### src/sv/ip6tb_pkg.sv
// Shared types and constants for the IPv6 text to binary unit.
package ip6tb_pkg;

  // Address geometry.
  localparam int unsigned NumGroups = 8;
  localparam int unsigned GroupW    = 16;
  localparam int unsigned MaxDigits = 4;

  // Character codes of interest.
  localparam logic [7:0] ChColon = 8'h3A;
  localparam logic [7:0] ChZero  = 8'h30;
  localparam logic [7:0] ChNine  = 8'h39;
  localparam logic [7:0] ChUpA   = 8'h41;
  localparam logic [7:0] ChUpF   = 8'h46;
  localparam logic [7:0] ChLowA  = 8'h61;
  localparam logic [7:0] ChLowF  = 8'h66;

  typedef logic [GroupW-1:0] group_t;
  typedef group_t [NumGroups-1:0] group_arr_t;

  // One character of address text.
  typedef struct packed {
    logic [7:0] char_code;
    logic       last_char;
  } in_t;

  // One expanded address.
  typedef struct packed {
    logic [63:0] addr_high;
    logic [63:0] addr_low;
    logic        parse_error;
  } out_t;

endpackage

### src/sv/ip6tb_place.sv
// Placement of the stored groups around the zero-filled gap.
module ip6tb_place (
  input  ip6tb_pkg::group_arr_t groups_i,
  input  logic [3:0]            count_i,
  input  logic                  gap_seen_i,
  input  logic [3:0]            gap_pos_i,
  output logic [63:0]           addr_high_o,
  output logic [63:0]           addr_low_o
);

  logic [3:0]            pos_c;
  logic [3:0]            zeros_c;
  logic [4:0]            gap_end_c;
  ip6tb_pkg::group_arr_t full_c;

  // Gap starts at the double colon, or after the last group if there was none.
  always_comb begin
    if (gap_seen_i && (gap_pos_i <= count_i)) begin
      pos_c = gap_pos_i;
    end else begin
      pos_c = count_i;
    end
    zeros_c   = 4'(ip6tb_pkg::NumGroups) - count_i;
    gap_end_c = {1'b0, pos_c} + {1'b0, zeros_c};
  end

  // Each output slot takes a group before the gap, a zero, or a group after it.
  always_comb begin
    for (int i = 0; i < ip6tb_pkg::NumGroups; i++) begin
      if (4'(i) < pos_c) begin
        full_c[i] = groups_i[3'(i)];
      end else if (5'(i) < gap_end_c) begin
        full_c[i] = '0;
      end else begin
        full_c[i] = groups_i[3'(i) - zeros_c[2:0]];
      end
    end
  end

  assign addr_high_o = {full_c[0], full_c[1], full_c[2], full_c[3]};
  assign addr_low_o  = {full_c[4], full_c[5], full_c[6], full_c[7]};

endmodule

### src/sv/ipv6_text_to_binary_unit.sv
// Top level of the IPv6 text to binary unit.
//
// The input channel carries one character of IPv6 address text per
// transfer, with last_char marking the final character of an address.
// Hex digits are gathered into 16-bit groups, colons close groups and a
// double colon marks where the zero gap goes. No result is produced for
// ordinary characters; the transfer carrying last_char yields one result on
// the output channel: the 128-bit address as two 64-bit halves and a
// parse_error flag (too many digits, too many groups, or a bad character).
// One character is taken every cycle unless the input is stalled. The result
// appears in the output register in the cycle after the last character's
// transfer; per-character update and eight-way placement are combinational.
// Reset clears the parser control state and the output valid; a new address may
// start straight away. While a result is held in the output register and the
// receiver stalls, the input channel is stalled too; otherwise input
// transfers continue while the result waits.
module ipv6_text_to_binary_unit (
  input  logic            clk_i,
  input  logic            rst_ni,
  input  logic            in_valid_i,
  output logic            in_stall_o,
  input  ip6tb_pkg::in_t  in_data_i,
  output logic            out_valid_o,
  input  logic            out_stall_i,
  output ip6tb_pkg::out_t out_data_o
);

  // Parser state.
  ip6tb_pkg::group_arr_t store_q;
  ip6tb_pkg::group_t     acc_q, acc_d;
  logic [2:0]            dcount_q, dcount_d;
  logic [3:0]            gcount_q, gcount_d;
  logic [3:0]            gap_pos_q, gap_pos_d;
  logic                  gap_seen_q, gap_seen_d;
  logic                  prev_colon_q, prev_colon_d;
  logic                  err_q, err_d;

  // Result register.
  logic                  out_valid_q;
  ip6tb_pkg::out_t       out_q, out_d;

  logic                  accept;
  logic                  is_digit, is_colon;
  logic [3:0]            digit_val;
  logic                  wr_en;
  logic [2:0]            wr_idx;
  ip6tb_pkg::group_t     wr_val;
  ip6tb_pkg::group_arr_t store_c;
  logic [63:0]           addr_high_c, addr_low_c;

  assign in_stall_o = out_valid_q && out_stall_i;
  assign accept     = in_valid_i && !in_stall_o;

  // Character class and hex value.
  always_comb begin
    is_colon  = (in_data_i.char_code == ip6tb_pkg::ChColon);
    is_digit  = 1'b1;
    digit_val = '0;
    if ((in_data_i.char_code >= ip6tb_pkg::ChZero) &&
        (in_data_i.char_code <= ip6tb_pkg::ChNine)) begin
      digit_val = 4'(in_data_i.char_code - ip6tb_pkg::ChZero);
    end else if ((in_data_i.char_code >= ip6tb_pkg::ChUpA) &&
                 (in_data_i.char_code <= ip6tb_pkg::ChUpF)) begin
      digit_val = 4'(in_data_i.char_code - ip6tb_pkg::ChUpA) + 4'd10;
    end else if ((in_data_i.char_code >= ip6tb_pkg::ChLowA) &&
                 (in_data_i.char_code <= ip6tb_pkg::ChLowF)) begin
      digit_val = 4'(in_data_i.char_code - ip6tb_pkg::ChLowA) + 4'd10;
    end else begin
      is_digit = 1'b0;
    end
  end

  // Per-character update, then the closing of a pending group on the last
  // character. At most one group is closed per character.
  always_comb begin
    acc_d        = acc_q;
    dcount_d     = dcount_q;
    gcount_d     = gcount_q;
    gap_pos_d    = gap_pos_q;
    gap_seen_d   = gap_seen_q;
    prev_colon_d = prev_colon_q;
    err_d        = err_q;
    wr_en        = 1'b0;
    wr_idx       = gcount_q[2:0];
    wr_val       = acc_q;

    if (is_digit) begin
      if (dcount_q < 3'(ip6tb_pkg::MaxDigits)) begin
        acc_d    = {acc_q[11:0], digit_val};
        dcount_d = dcount_q + 3'd1;
      end else begin
        err_d = 1'b1;
      end
      prev_colon_d = 1'b0;
    end else if (is_colon) begin
      if (dcount_q != '0) begin
        if (gcount_q < 4'(ip6tb_pkg::NumGroups)) begin
          wr_en    = 1'b1;
          gcount_d = gcount_q + 4'd1;
        end else begin
          err_d = 1'b1;
        end
        acc_d    = '0;
        dcount_d = '0;
      end
      if (prev_colon_q && !gap_seen_q) begin
        gap_seen_d = 1'b1;
        gap_pos_d  = gcount_d;
      end
      prev_colon_d = 1'b1;
    end else begin
      err_d = 1'b1;
    end

    // Close the pending group at the end of the address.
    if (in_data_i.last_char && (dcount_d != '0)) begin
      if (gcount_d < 4'(ip6tb_pkg::NumGroups)) begin
        wr_en    = 1'b1;
        wr_idx   = gcount_d[2:0];
        wr_val   = acc_d;
        gcount_d = gcount_d + 4'd1;
      end else begin
        err_d = 1'b1;
      end
    end
  end

  // Group store as seen after this character's write.
  always_comb begin
    store_c = store_q;
    if (wr_en) begin
      store_c[wr_idx] = wr_val;
    end
  end

  ip6tb_place u_place (
    .groups_i    (store_c),
    .count_i     (gcount_d),
    .gap_seen_i  (gap_seen_d),
    .gap_pos_i   (gap_pos_d),
    .addr_high_o (addr_high_c),
    .addr_low_o  (addr_low_c)
  );

  always_comb begin
    out_d.addr_high   = addr_high_c;
    out_d.addr_low    = addr_low_c;
    out_d.parse_error = err_d;
  end

  // Group store: payload only, no reset.
  always_ff @(posedge clk_i) begin
    if (accept && wr_en) begin
      store_q[wr_idx] <= wr_val;
    end
  end

  // Parser control state; cleared after each address.
  always_ff @(posedge clk_i or negedge rst_ni) begin
    if (!rst_ni) begin
      acc_q        <= '0;
      dcount_q     <= '0;
      gcount_q     <= '0;
      gap_pos_q    <= '0;
      gap_seen_q   <= 1'b0;
      prev_colon_q <= 1'b0;
      err_q        <= 1'b0;
    end else if (accept) begin
      if (in_data_i.last_char) begin
        acc_q        <= '0;
        dcount_q     <= '0;
        gcount_q     <= '0;
        gap_pos_q    <= '0;
        gap_seen_q   <= 1'b0;
        prev_colon_q <= 1'b0;
        err_q        <= 1'b0;
      end else begin
        acc_q        <= acc_d;
        dcount_q     <= dcount_d;
        gcount_q     <= gcount_d;
        gap_pos_q    <= gap_pos_d;
        gap_seen_q   <= gap_seen_d;
        prev_colon_q <= prev_colon_d;
        err_q        <= err_d;
      end
    end
  end

  // Output valid: loads when the slot is free or being taken.
  always_ff @(posedge clk_i or negedge rst_ni) begin
    if (!rst_ni) begin
      out_valid_q <= 1'b0;
    end else if (!out_valid_q || !out_stall_i) begin
      out_valid_q <= accept && in_data_i.last_char;
    end
  end

  // Output payload.
  always_ff @(posedge clk_i) begin
    if (accept && in_data_i.last_char) begin
      out_q <= out_d;
    end
  end

  assign out_valid_o = out_valid_q;
  assign out_data_o  = out_q;

endmodule
### config.mk
export PLATFORM = sky130hd
export DESIGN_NAME = ipv6_text_to_binary_unit
export DESIGN_NICKNAME = d
export VERILOG_FILES = /design/src/sv/ip6tb_pkg.sv /design/src/sv/ip6tb_place.sv /design/src/sv/ipv6_text_to_binary_unit.sv
export SDC_FILE = /design/constraint.sdc
export NUM_CORES = 1
export LEC_CHECK = 0
export BUFFER_PORTS_ARGS = -buffer_cell sky130_fd_sc_hd__buf_2
export CORE_MARGIN = 5
export CORE_UTILIZATION = 60
export CTS_BUF_LIST = sky130_fd_sc_hd__clkbuf_8
export CTS_CLUSTER_DIAMETER = 100
export DETAILED_ROUTE_END_ITERATION = 16
export GPL_TIMING_DRIVEN = 0
export HOLD_SLACK_MARGIN = 0.05
export PLACE_DENSITY = 0.79
export RECOVER_POWER = 100
export SLEW_MARGIN = 0
export SYNTH_ARGS = -nofsm -noshare
export SYNTH_HDL_FRONTEND = slang
export SYNTH_SLANG_ARGS = --single-unit
### constraint.sdc
create_clock -name clk_i -period 22.3 [get_ports clk_i]
set_clock_uncertainty 0.2 [all_clocks]
set_input_delay 2.23 -clock clk_i [delete_from_list [all_inputs] [get_ports clk_i]]
set_output_delay 2.23 -clock clk_i [all_outputs]
set_load 0.05 [all_outputs]
# Word level (Yosys, flattened, before mapping)
# Index checks and enable logic that the tools add are counted.
[op_classes]
multipliers = 0
magnitude_cmp = 36
div = 0
bitwise = 0
n_shift = 0
n_addsub = 18
n_mux = 89
reduce_logical = 20
eq_ne = 1
[op_table]
columns = ["cell", "n"]
rows = [
  ["$mux 16", 32],
  ["$bmux 16 s3", 8],
  ["$bwmux 128", 1],
  ["$mux 128", 1],
  ["$mux 4", 15],
  ["$demux 16 s3", 1],
  ["$lt 3x4->1 const B", 9],
  ["$mux 1", 24],
  ["$mux 3", 7],
  ["$lt 3x5->1 const A", 4],
  ["$ge 8x7->1 const B", 2],
  ["$le 8x7->1 const B", 2],
  ["$lt 3x4->1 const A", 4],
  ["$sub 3x3->3 const A", 4],
  ["$sub 4x1->4 const B", 3],
  ["$logic_and 1x1->1", 11],
  ["$lt 1x5->1 const A", 2],
  ["$lt 2x5->1 const A", 2],
  ["$reduce_bool 3->1", 3],
  ["$add 4x1->4 const B", 2],
  ["$add 4x4->4 const B", 2],
  ["$eq 8x6->1 const B", 1],
  ["$ge 8x6->1 const B", 1],
  ["$le 8x6->1 const B", 1],
  ["other kinds (14)", 22],
]
[word_totals]
latch_bits = 0
mem_bits_ro = 0
out_inout_bits = 131
reg_bits = 288
mem_count = 0
mem_bits_rw = 0

# Depth between registers and ports, before layout
# Gate-level depths: netlist of the first run.
[logic_depth]
ltp_word = 19
depth_mapped = 30
ltp_nobuf = 25

# By module
# From an unflattened synthesis of the first run, not the netlist that was laid out.
[hier_totals]
hier_cells = 1897
area_unflattened_um2 = 19222.2
[modules_own_cells]
columns = ["mod", "seq_area_each_um2", "area_per_inst_um2", "n_inst", "cells_each"]
rows = [
  ["ipv6_text_to_binary_unit", 8493.1, 13167.6, 1, 952],
  ["ip6tb_place", 0.0, 6054.6, 1, 945],
]

# Worst setup path after synthesis of the first run
# No wires, ideal clock.
[synth_timing]
path_kind = "input to register"
startpoint = "in in_data_i[1] in the netlist's numbering"
endpoint = "reg store_q[0] in the netlist's numbering, enable pin"
setup_ns = 0.805
path_buffers = 1
t_arrival_ns = 12.744
path_stages = 9
path_slack_ns = 8.551
path_cell_list = "inv_1 > ha_1 > o21bai_1 > a21oi_1 > clkbuf_1 > o21a_4 > nor2_1 > nand2_1 > a211oi_1"
[synth_between]
elab_chain_len = 10
[synth_rtl]
columns = ["item", "line", "source"]
rows = [
  ["from (decl)", "ipv6_text_to_binary_unit.sv:22", "input ip6tb_pkg::in_t in_data_i,"],
  ["$ge 8x7->1 or $le 8x7->1 (tied branches)", "ipv6_text_to_binary_unit.sv:65, ipv6_text_to_binary_unit.sv:66", ""],
  ["$logic_and 1x1->1", "ipv6_text_to_binary_unit.sv:65", "end else if ((in_data_i.char_code >= ip6tb_pkg::ChLowA) &&"],
  ["$mux 1", "ipv6_text_to_binary_unit.sv:65", ""],
  ["$mux 1", "ipv6_text_to_binary_unit.sv:62", "end else if ((in_data_i.char_code >= ip6tb_pkg::ChUpA) &&"],
  ["$mux 1", "ipv6_text_to_binary_unit.sv:59", "if ((in_data_i.char_code >= ip6tb_pkg::ChZero) &&"],
  ["$mux 4 or $mux 3 (tied branches)", "ipv6_text_to_binary_unit.sv:87", "if (is_digit) begin"],
  ["$lt 4x4->1 or $reduce_bool 3->1 (tied branches)", "ipv6_text_to_binary_unit.sv:117, ipv6_text_to_binary_unit.sv:116", ""],
  ["$mux 1 or $logic_and 1x1->1 (tied branches)", "ipv6_text_to_binary_unit.sv:117, ipv6_text_to_binary_unit.sv:116", ""],
  ["$mux 1 (*)", "ipv6_text_to_binary_unit.sv:116", "if (in_data_i.last_char && (dcount_d != '0)) begin"],
  ["$logic_and 1x1->1 (*)", "ipv6_text_to_binary_unit.sv:153", "if (accept && wr_en) begin"],
  ["to (signal, indexed assignment)", "ipv6_text_to_binary_unit.sv:154", "store_q[wr_idx] <= wr_val;"],
  ["to (decl)", "ipv6_text_to_binary_unit.sv:29", "ip6tb_pkg::group_arr_t store_q;"],
]
# Mark *: on every way between the ends. The rest lies on a longest branch, timed or not.
# A chain may end at the register's enable or synchronous reset.

# Worst setup path after layout of the first run
[layout_timing]
startpoint = "in in_data_i[1] in the netlist's numbering"
endpoint = "reg out_q, in the netlist out_data_o[125], data pin"
[layout_between]
elab_chain_len = 19
[layout_rtl]
columns = ["item", "line", "source"]
rows = [
  ["parallel branches: the longest is 18 deep, another holds $ge 8x7->1", "-", ""],
  ["$mux 16 (*)", "ip6tb_place.sv:30", "if (4'(i) < pos_c) begin"],
  ["net addr_high_c[60]", "ipv6_text_to_binary_unit.sv:49", "logic [63:0] addr_high_c, addr_low_c;"],
  ["to (signal assigned)", "ipv6_text_to_binary_unit.sv:201", "out_q <= out_d;"],
  ["to (decl)", "ipv6_text_to_binary_unit.sv:40", "ip6tb_pkg::out_t out_q, out_d;"],
]
# Mark *: on every way through the listed nets, which the timed path passes. The select of a mux whose other input is x is not followed.

==> run summary, run 1 <==
* **total number of H-tree levels** 2
* **drt drc** 0
* **worst min-delay path endpoint** gap_pos_q[0]
* **most frequent standard cell in the layout excluding fill and tap cells** edfxtp_1
* **area of the core** 32500 sq um
* **hold-fix buffer count after cts** 0
* **placement-stage worst setup slack** 11.70 ns
* **post-synthesis area per instance** 10.9 sq um
* **Top cell by count, worst path** clkbuf_1
* **count of warnings emitted by yosys** 0
* **CP delay by family, top** compound AO/OA/AOI/OAI gates
* **CTS clock-pin slew for the worst setup and hold paths** 0.06 ns
* **violations in the final reports** max-capacitance violations, max-slew violations
* **count of flip-flops with a built-in enable after synthesis** 257
* **vias in the first global route** 16700
* **leading register cell type out of synthesis** edfxtp_1
* **post-layout total power** 3.04 mW
* **layout-stage area growth over the synthesis result** 9.68%
* **crit path launch type** primary input
* **Iter 0 DRT Violations** 2714
* **min cycle time layout** 12.05 ns
* **cts bufs inserted** 47
* **worst supply voltage drop on vdd** 0.0729 mV
* **post-synthesis sequential element count** 288
* **critical hold path startpoint** gap_pos_q[0]
* **worst flop-to-flop path startpoint** gcount_q[0]
* **Remaining Overflow, GRT** 0
* **clock latency reported for the late side of the worst-skew pair** 0.61 ns
* **ports placed on the boundary** 144
* **critical register-to-register path endpoint** out_data_o[125]
* **relative slew slack** -64.8%
* **die outline width** 191 um
* **result of the run** finished, violations left
* **net count of the mapped netlist** 1841
* **slowest library cell on the worst path** a211oi_1
* **routability cong.** 1.07
* **transition time of the tightest slew-check pin** 2.46 ns
* **setup bufs post-CTS** 0
* **number of library cell types mapped by synthesis** 84
* **post-cts sizing count** 0
* **layout cell share with drive strength beyond 1** 13.7%
* **highest fanout seen on the critical path** 12
* **row cnt** 66
* **netlist area before placement** 19700 sq um
* **chip height** 191 um
* **wire length after detailed routing** 68500 um
* **number of detailed-route iterations in the first pass** 8
* **number of cells on the worst hold path** 2
* **Worst Setup Path Type** in2reg
* **Power Density** 141 nW/um^2
* **number of nets with antenna violations after detailed routing** 0
* **most used cells in the layout excluding fill and tap cells** edfxtp_1 (257), clkbuf_1 (229), o21ai_0 (209)
* **Worst Path Buf+Inv** 8
* **Inserted Diodes** 0
* **sinks on the clock net** 288
* **RSZ-0062 raised after global routing** false
* **vias** 17400
* **effective utilization at floorplan** 60.6%
* **CTS tree** yes
* **total of fill cells in the finished design** 2625
* **count of final setup violators** 0
* **global-route wire length before repair** 102000 um
* **slowest cell delay on critical path** 0.97 ns
* **Die Area** 36500 sq um
* **worst hold slack after final layout** 0.283 ns
* **initial antenna violation count** 2
* **maximum number of pins on one net before global-route repair** 42
* **Hold Path Class** reg2reg
* **max-capacitance violation count** 6
* **total negative slack** 0 ns
* **category of the worst setup path capture point** flop
* **share of synthesized registers carrying an async set or reset** 10.8%
* **Final Cycle Share** 54.0%
* **Detailed Place HPWL** 54500 um
* **number of port buffers** 142
* **Worst Slack Setup Final** 10.25 ns
* **total count of hold-check failures in the final report** 0
* **Root Driver** clkbuf_8
* **GRT Total Usage** 36.8%
* **routed via count divided by cell count** 6.99
* **leakage power of the design** 7.79 nW
* **max-slew violations** 183
* **depth of the worst register-to-register path** 28
* **peak clock frequency supported by timing** 0.0830 GHz
* **gate count of the mapped netlist** 1810
* **clock buffer depth** 3
* **Final Net Count** 2042
* **slack of the worst reg-to-reg path** 11.90 ns
* **final routed wire length divided by cell count** 27.5 um
* **Final Util** 66.5%
* **arrival time worst endpoint** 12.23 ns
* **sequential fraction of the synthesis area** 43.2%
* **Crit path required time** 22.48 ns
==> worst reg2reg max path, delay by kind of cell, from the launching register on <==
family,cells,cell delay [ns]
flops,1,0.38
xor+xnor,1,0.28
fa+ha+maj,2,0.69
compound gates,11,3.88
simple gates,8,1.71
buf+inv,6,3.04
==> routing by layer <==
metal  track usage [%]  share of wire [%]  up-vias
li1                  -                  -     7443
met5                 0              0.050        -
met4              14.0                4.4        4
met1              49.6                 37     8287
met2              57.0                 44     1418
met3              10.8                 14      264
==> final cells by class <==
cell class	count	area [sq um]	share of cell area (%)
clock inverters	38	224	1.04
well taps	442	553	2.56
multi-input cells	1354	10300	47.7
plain buffers	148	696	3.22
inverters	20	75.1	0.348
repair buffers	152	582	2.70
clock buffers	48	661	3.06
flip-flops and latches	288	8490	39.4
==> per-stage QoR <==
| step | std cells | instance area [sq um] |
|---|---|---|
| 2_1_floorplan | 1810 | 19700 |
| 3_3_place_gp | 2394 | 20900 |
| 3_5_place_dp | 2404 | 21200 |
| 4_1_cts | 2490 | 22000 |
| 5_1_grt | 2490 | 21600 |
| 6_report | 2490 | 21600 |
==> flip-flops by register name, summed over array words and instances (netlist names) <==
signal and flops:
gcount_q 4, err_q 1, gap_seen_q 1, dcount_q 3, prev_colon_q 1, out_valid_o 1, acc_q 16, out_data_o 129
gap_pos_q 4, store_q 128
==> Yosys cell counts (all sizes together) (3+ instances only) <==
master / instances / area share (%)
and3: 3 / 0.095
a211oi: 38 / 1.7
inv: 18 / 0.34
mux4: 93 / 11
o211a: 15 / 0.76
or3: 54 / 1.7
a22oi: 21 / 0.80
a211o: 30 / 1.4
ha: 17 / 1.1
nor3: 10 / 0.37
nor2: 144 / 2.8
xnor2: 7 / 0.35
o21ai: 251 / 6.4
dfrtp: 31 / 3.9
or2: 7 / 0.22
mux2i: 134 / 6.8
and2: 34 / 1.1
xor2: 5 / 0.26
a22o: 6 / 0.27
o31ai: 4 / 0.15
o221ai: 14 / 0.88
edfxtp: 257 / 39
a21oi: 29 / 0.91
o22ai: 6 / 0.19
o211ai: 94 / 3.6
a31oi: 3 / 0.095
nor4: 5 / 0.46
a21o: 8 / 0.31
nand2b: 6 / 0.19
mux2: 36 / 2.1
buf: 72 / 2.2
nand3b: 4 / 0.15
clkbuf: 76 / 1.5
nand3: 32 / 0.88
o22a: 17 / 0.76
nand2: 194 / 3.7
o21a: 5 / 0.23
==> how the worst max path moves through the flow <==
| stage | slack [ns] | cells past startpoint | from | to |
|---|---|---|---|---|
| 2_1_floorplan | 8.55 | 9 | in_data_i[1] | store_q[0] |
| 3_3_place_gp | 4.67 | 10 | in_data_i[1] | store_q[74] |
| 3_5_place_dp | 11.70 | 28 | in_data_i[1] | out_data_o[31] |
| 4_1_cts | 12.29 | 28 | in_data_i[1] | out_data_o[31] |
| 5_1_grt | 9.90 | 31 | in_data_i[1] | out_data_o[121] |
| 6_report | 10.25 | 31 | in_data_i[1] | out_data_o[125] |
==> power by group <==
group,leakage (nW),switching [mW],total [mW],internal [mW]
clock network,0.535,0.214,0.439,0.225
logic,4.42,1.20,1.82,0.626
registers,2.83,0.0399,0.779,0.739
total,7.79,1.45,3.04,1.59
==> logic make-up after synthesis <==
group                    after synthesis  share of synthesized area (%)
AO/OA/AOI/OAI                        553                           19.0
AND/OR/NAND/NOR                      507                           12.3
flip-flops                           288                           43.2
multiplexers                         263                           19.6
buffers and inverters                168                           4.00
adder cells (fa/ha/maj)               18                           1.18
XOR/XNOR                              13                          0.725
No activity file was read; power rests on OpenSTA's default activity.
==> run 2, diff against run 1 <==
==> constraint.sdc (replaced) <==
create_clock -name clk_i -period 11.4 [get_ports clk_i]
set_clock_uncertainty 0.2 [all_clocks]
set_input_delay 1.14 -clock clk_i [delete_from_list [all_inputs] [get_ports clk_i]]
set_output_delay 1.14 -clock clk_i [all_outputs]
set_load 0.05 [all_outputs]
==> run summary, run 2 (synthesis gave the netlist of run 1 again) <==
* **result of the run** finished, violations left, unchanged
* **violations in the final reports** max-capacitance violations, max-slew violations, unchanged
* **relative slew slack** -71.4%, was -64.8%
* **critical register-to-register path endpoint** out_data_o[31], was out_data_o[125]
* **cts bufs inserted** 48, was 47
* **routability cong.** 0.995, was 1.07
* **Detailed Place HPWL** 57900 um, was 54500 um
* **max-slew violations** 170, was 183
* **max-capacitance violation count** 5, was 6
* **layout cell share with drive strength beyond 1** 14.0%, was 13.7%
* **peak clock frequency supported by timing** 0.0977 GHz
* **arrival time worst endpoint** 10.38 ns, was 12.23 ns
* **chip height** 191 um, unchanged
* **ports placed on the boundary** 144, unchanged
* **total negative slack** 0 ns, unchanged
* **Power Density** 281 nW/um^2, was 141 nW/um^2
* **die outline width** 191 um, unchanged
* **total number of H-tree levels** 2, unchanged
* **Inserted Diodes** 0, unchanged
* **Hold Path Class** reg2reg, unchanged
* **Worst Slack Setup Final** 1.17 ns, was 10.25 ns
* **non-filler instance count after layout** 2485, was 2490
* **transition time of the tightest slew-check pin** 2.56 ns, was 2.46 ns
* **GRT Total Usage** 39.3%, was 36.8%
* **worst supply voltage drop on vdd** 0.174 mV, was 0.0729 mV
* **category of the worst setup path capture point** flop, unchanged
* **Placed Instance Area** 21100 sq um, was 21200 sq um
* **Root Driver** clkbuf_8, unchanged
* **number of cells on the worst hold path** 2, unchanged
* **met2 track utilization from global routing** 59.4%, was 57.0%
* **hold-fix buffer count after cts** 0, unchanged
* **row cnt** 66, unchanged
* **wire length after detailed routing** 72700 um, was 68500 um
* **post-layout total power** 6.06 mW, was 3.04 mW
* **max reg flops** 129, unchanged
* **setup bufs post-CTS** 0, unchanged
* **total of fill cells in the finished design** 2595, was 2625
* **most used cells in the layout excluding fill and tap cells** edfxtp_1 (257), clkbuf_1 (228), o21ai_0 (208), was edfxtp_1 (257), clkbuf_1 (229), o21ai_0 (209)
* **# placed instances** 2404, unchanged
* **RSZ-0062 raised after global routing** false, unchanged
* **Worst Setup Path Type** in2reg, unchanged
* **highest fanout seen on the critical path** 12, unchanged
* **sinks on the clock net** 288, unchanged
* **slack of the worst reg-to-reg path** 1.62 ns, was 11.90 ns
* **met1 track utilization from global routing** 54.7%, was 49.6%
* **global routing's busiest layer** met2, unchanged
* **worst flop-to-flop path startpoint** gcount_q[0], unchanged
* **min cycle time layout** 10.23 ns
* **clock latency reported for the late side of the worst-skew pair** 0.66 ns, was 0.61 ns
* **number of detailed-route iterations in the first pass** 7, was 8
* **Final Util** 66.5%, about the same
* **number of nets with antenna violations after detailed routing** 0, unchanged
* **maximum number of pins on one net before global-route repair** 41, was 42
* **final routed wire length divided by cell count** 29.3 um, was 27.5 um
* **total count of hold-check failures in the final report** 0, unchanged
* **Crit path required time** 11.55 ns, was 22.48 ns
* **count of final setup violators** 0, unchanged
* **CTS clock-pin slew for the worst setup and hold paths** 0.06 ns, about the same
* **met3 Resource Use GR** 10.9%, was 10.8%
* **layout-stage area growth over the synthesis result** 9.77%, was 9.68%
* **Sequential cell area** 8490 sq um, unchanged
* **Remaining Overflow, GRT** 0, unchanged
* **area of the core** 32500 sq um, unchanged
* **effective utilization at floorplan** 60.6%, unchanged
* **Iter 0 DRT Violations** 2659, was 2714
* **routed via count divided by cell count** 7.14, was 6.99
* **placement-stage worst setup slack** 1.59 ns, was 11.70 ns
* **clock buffer depth** 3, unchanged
* **Final Cycle Share** 89.7%
* **global-route wire length before repair** 107000 um, was 102000 um
* **Final Net Count** 2043, was 2042
* **number of port buffers** 142, unchanged
* **depth of the worst register-to-register path** 25, was 28
* **most frequent standard cell in the layout excluding fill and tap cells** edfxtp_1, unchanged
* **worst min-delay path endpoint** gap_pos_q[0], unchanged
* **post-cts sizing count** 0, unchanged
* **vias in the first global route** 16900, was 16700
* **summed area of non-filler cells in the final layout** 21600 sq um, about the same
* **worst hold slack after final layout** 0.287 ns, was 0.283 ns
* **Die Area** 36500 sq um, unchanged
* **CTS tree** yes, unchanged
* **leakage power of the design** 7.79 nW, about the same
* **area of the multi-input gates** 10300 sq um, about the same
* **drt drc** 0, unchanged
* **critical hold path startpoint** gap_pos_q[0], unchanged
* **crit path launch type** primary input, unchanged
* **vias** 17700, was 17400
* **initial antenna violation count** 3, was 2
==> run 2: area by class of cell <==
type	count	area share (%)
tap	442	2.56
multi-input combinational	1354	47.7
timing repair buffer	152	2.69
buffer	148	3.23
inverter	20	0.348
clock buffer	56	3.57
clock inverter	25	0.551
sequential	288	39.3
==> run 2: worst max-delay path by stage <==
stage | cells after the start | start | end | slack (ns)
3_5_place_dp | 28 | in_data_i[1] | out_data_o[31] | 1.59
2_1_floorplan | 9 | in_data_i[1] | store_q[0] | 2.87
3_3_place_gp | 10 | in_data_i[1] | store_q[58] | 0.63
5_1_grt | 28 | in_data_i[1] | out_data_o[31] | 0.91
6_report | 28 | in_data_i[1] | out_data_o[31] | 1.17
4_1_cts | 28 | in_data_i[1] | out_data_o[31] | 2.23
==> run 2: power breakdown <==
part	internal [mW]	switching, mW	total [mW]
Clock	0.445	0.429	0.874
Combinational	1.23	2.43	3.65
Sequential	1.45	0.0853	1.53
==> run 2: worst max-delay path, cell delays in order <==
cell	delay [ns]
clkbuf_1	0.21
inv_1	0.10
ha_1	0.20
and3b_1	0.21
and4_1	0.20
clkbuf_1	0.23
a211oi_1	0.89
nand3_4	0.21
xnor2_2	0.29
inv_2	0.19
buf_2	0.29
clkbuf_1	0.69
clkbuf_1	0.74
ha_1	0.28
nor2b_1	0.05
o21a_1	0.16
o21a_1	0.17
o21a_1	0.22
nor2_1	0.35
o21ai_0	0.37
ha_1	0.39
a21o_1	0.17
a21o_1	0.18
a211oi_1	0.48
clkbuf_1	0.46
o21ai_1	0.43
clkbuf_1	0.45
a211oi_1	0.61
==> run 2: per-layer routing <==
| metal | share of wire, % | routed length [um] | up-vias |
|---|---|---|---|
| li1 | - | - | 7439 |
| met1 | 38 | 27400 | 8521 |
| met2 | 44 | 31900 | 1530 |
| met3 | 14 | 10400 | 248 |
| met4 | 4.1 | 2990 | 8 |
| met5 | 0.096 | 70 | - |
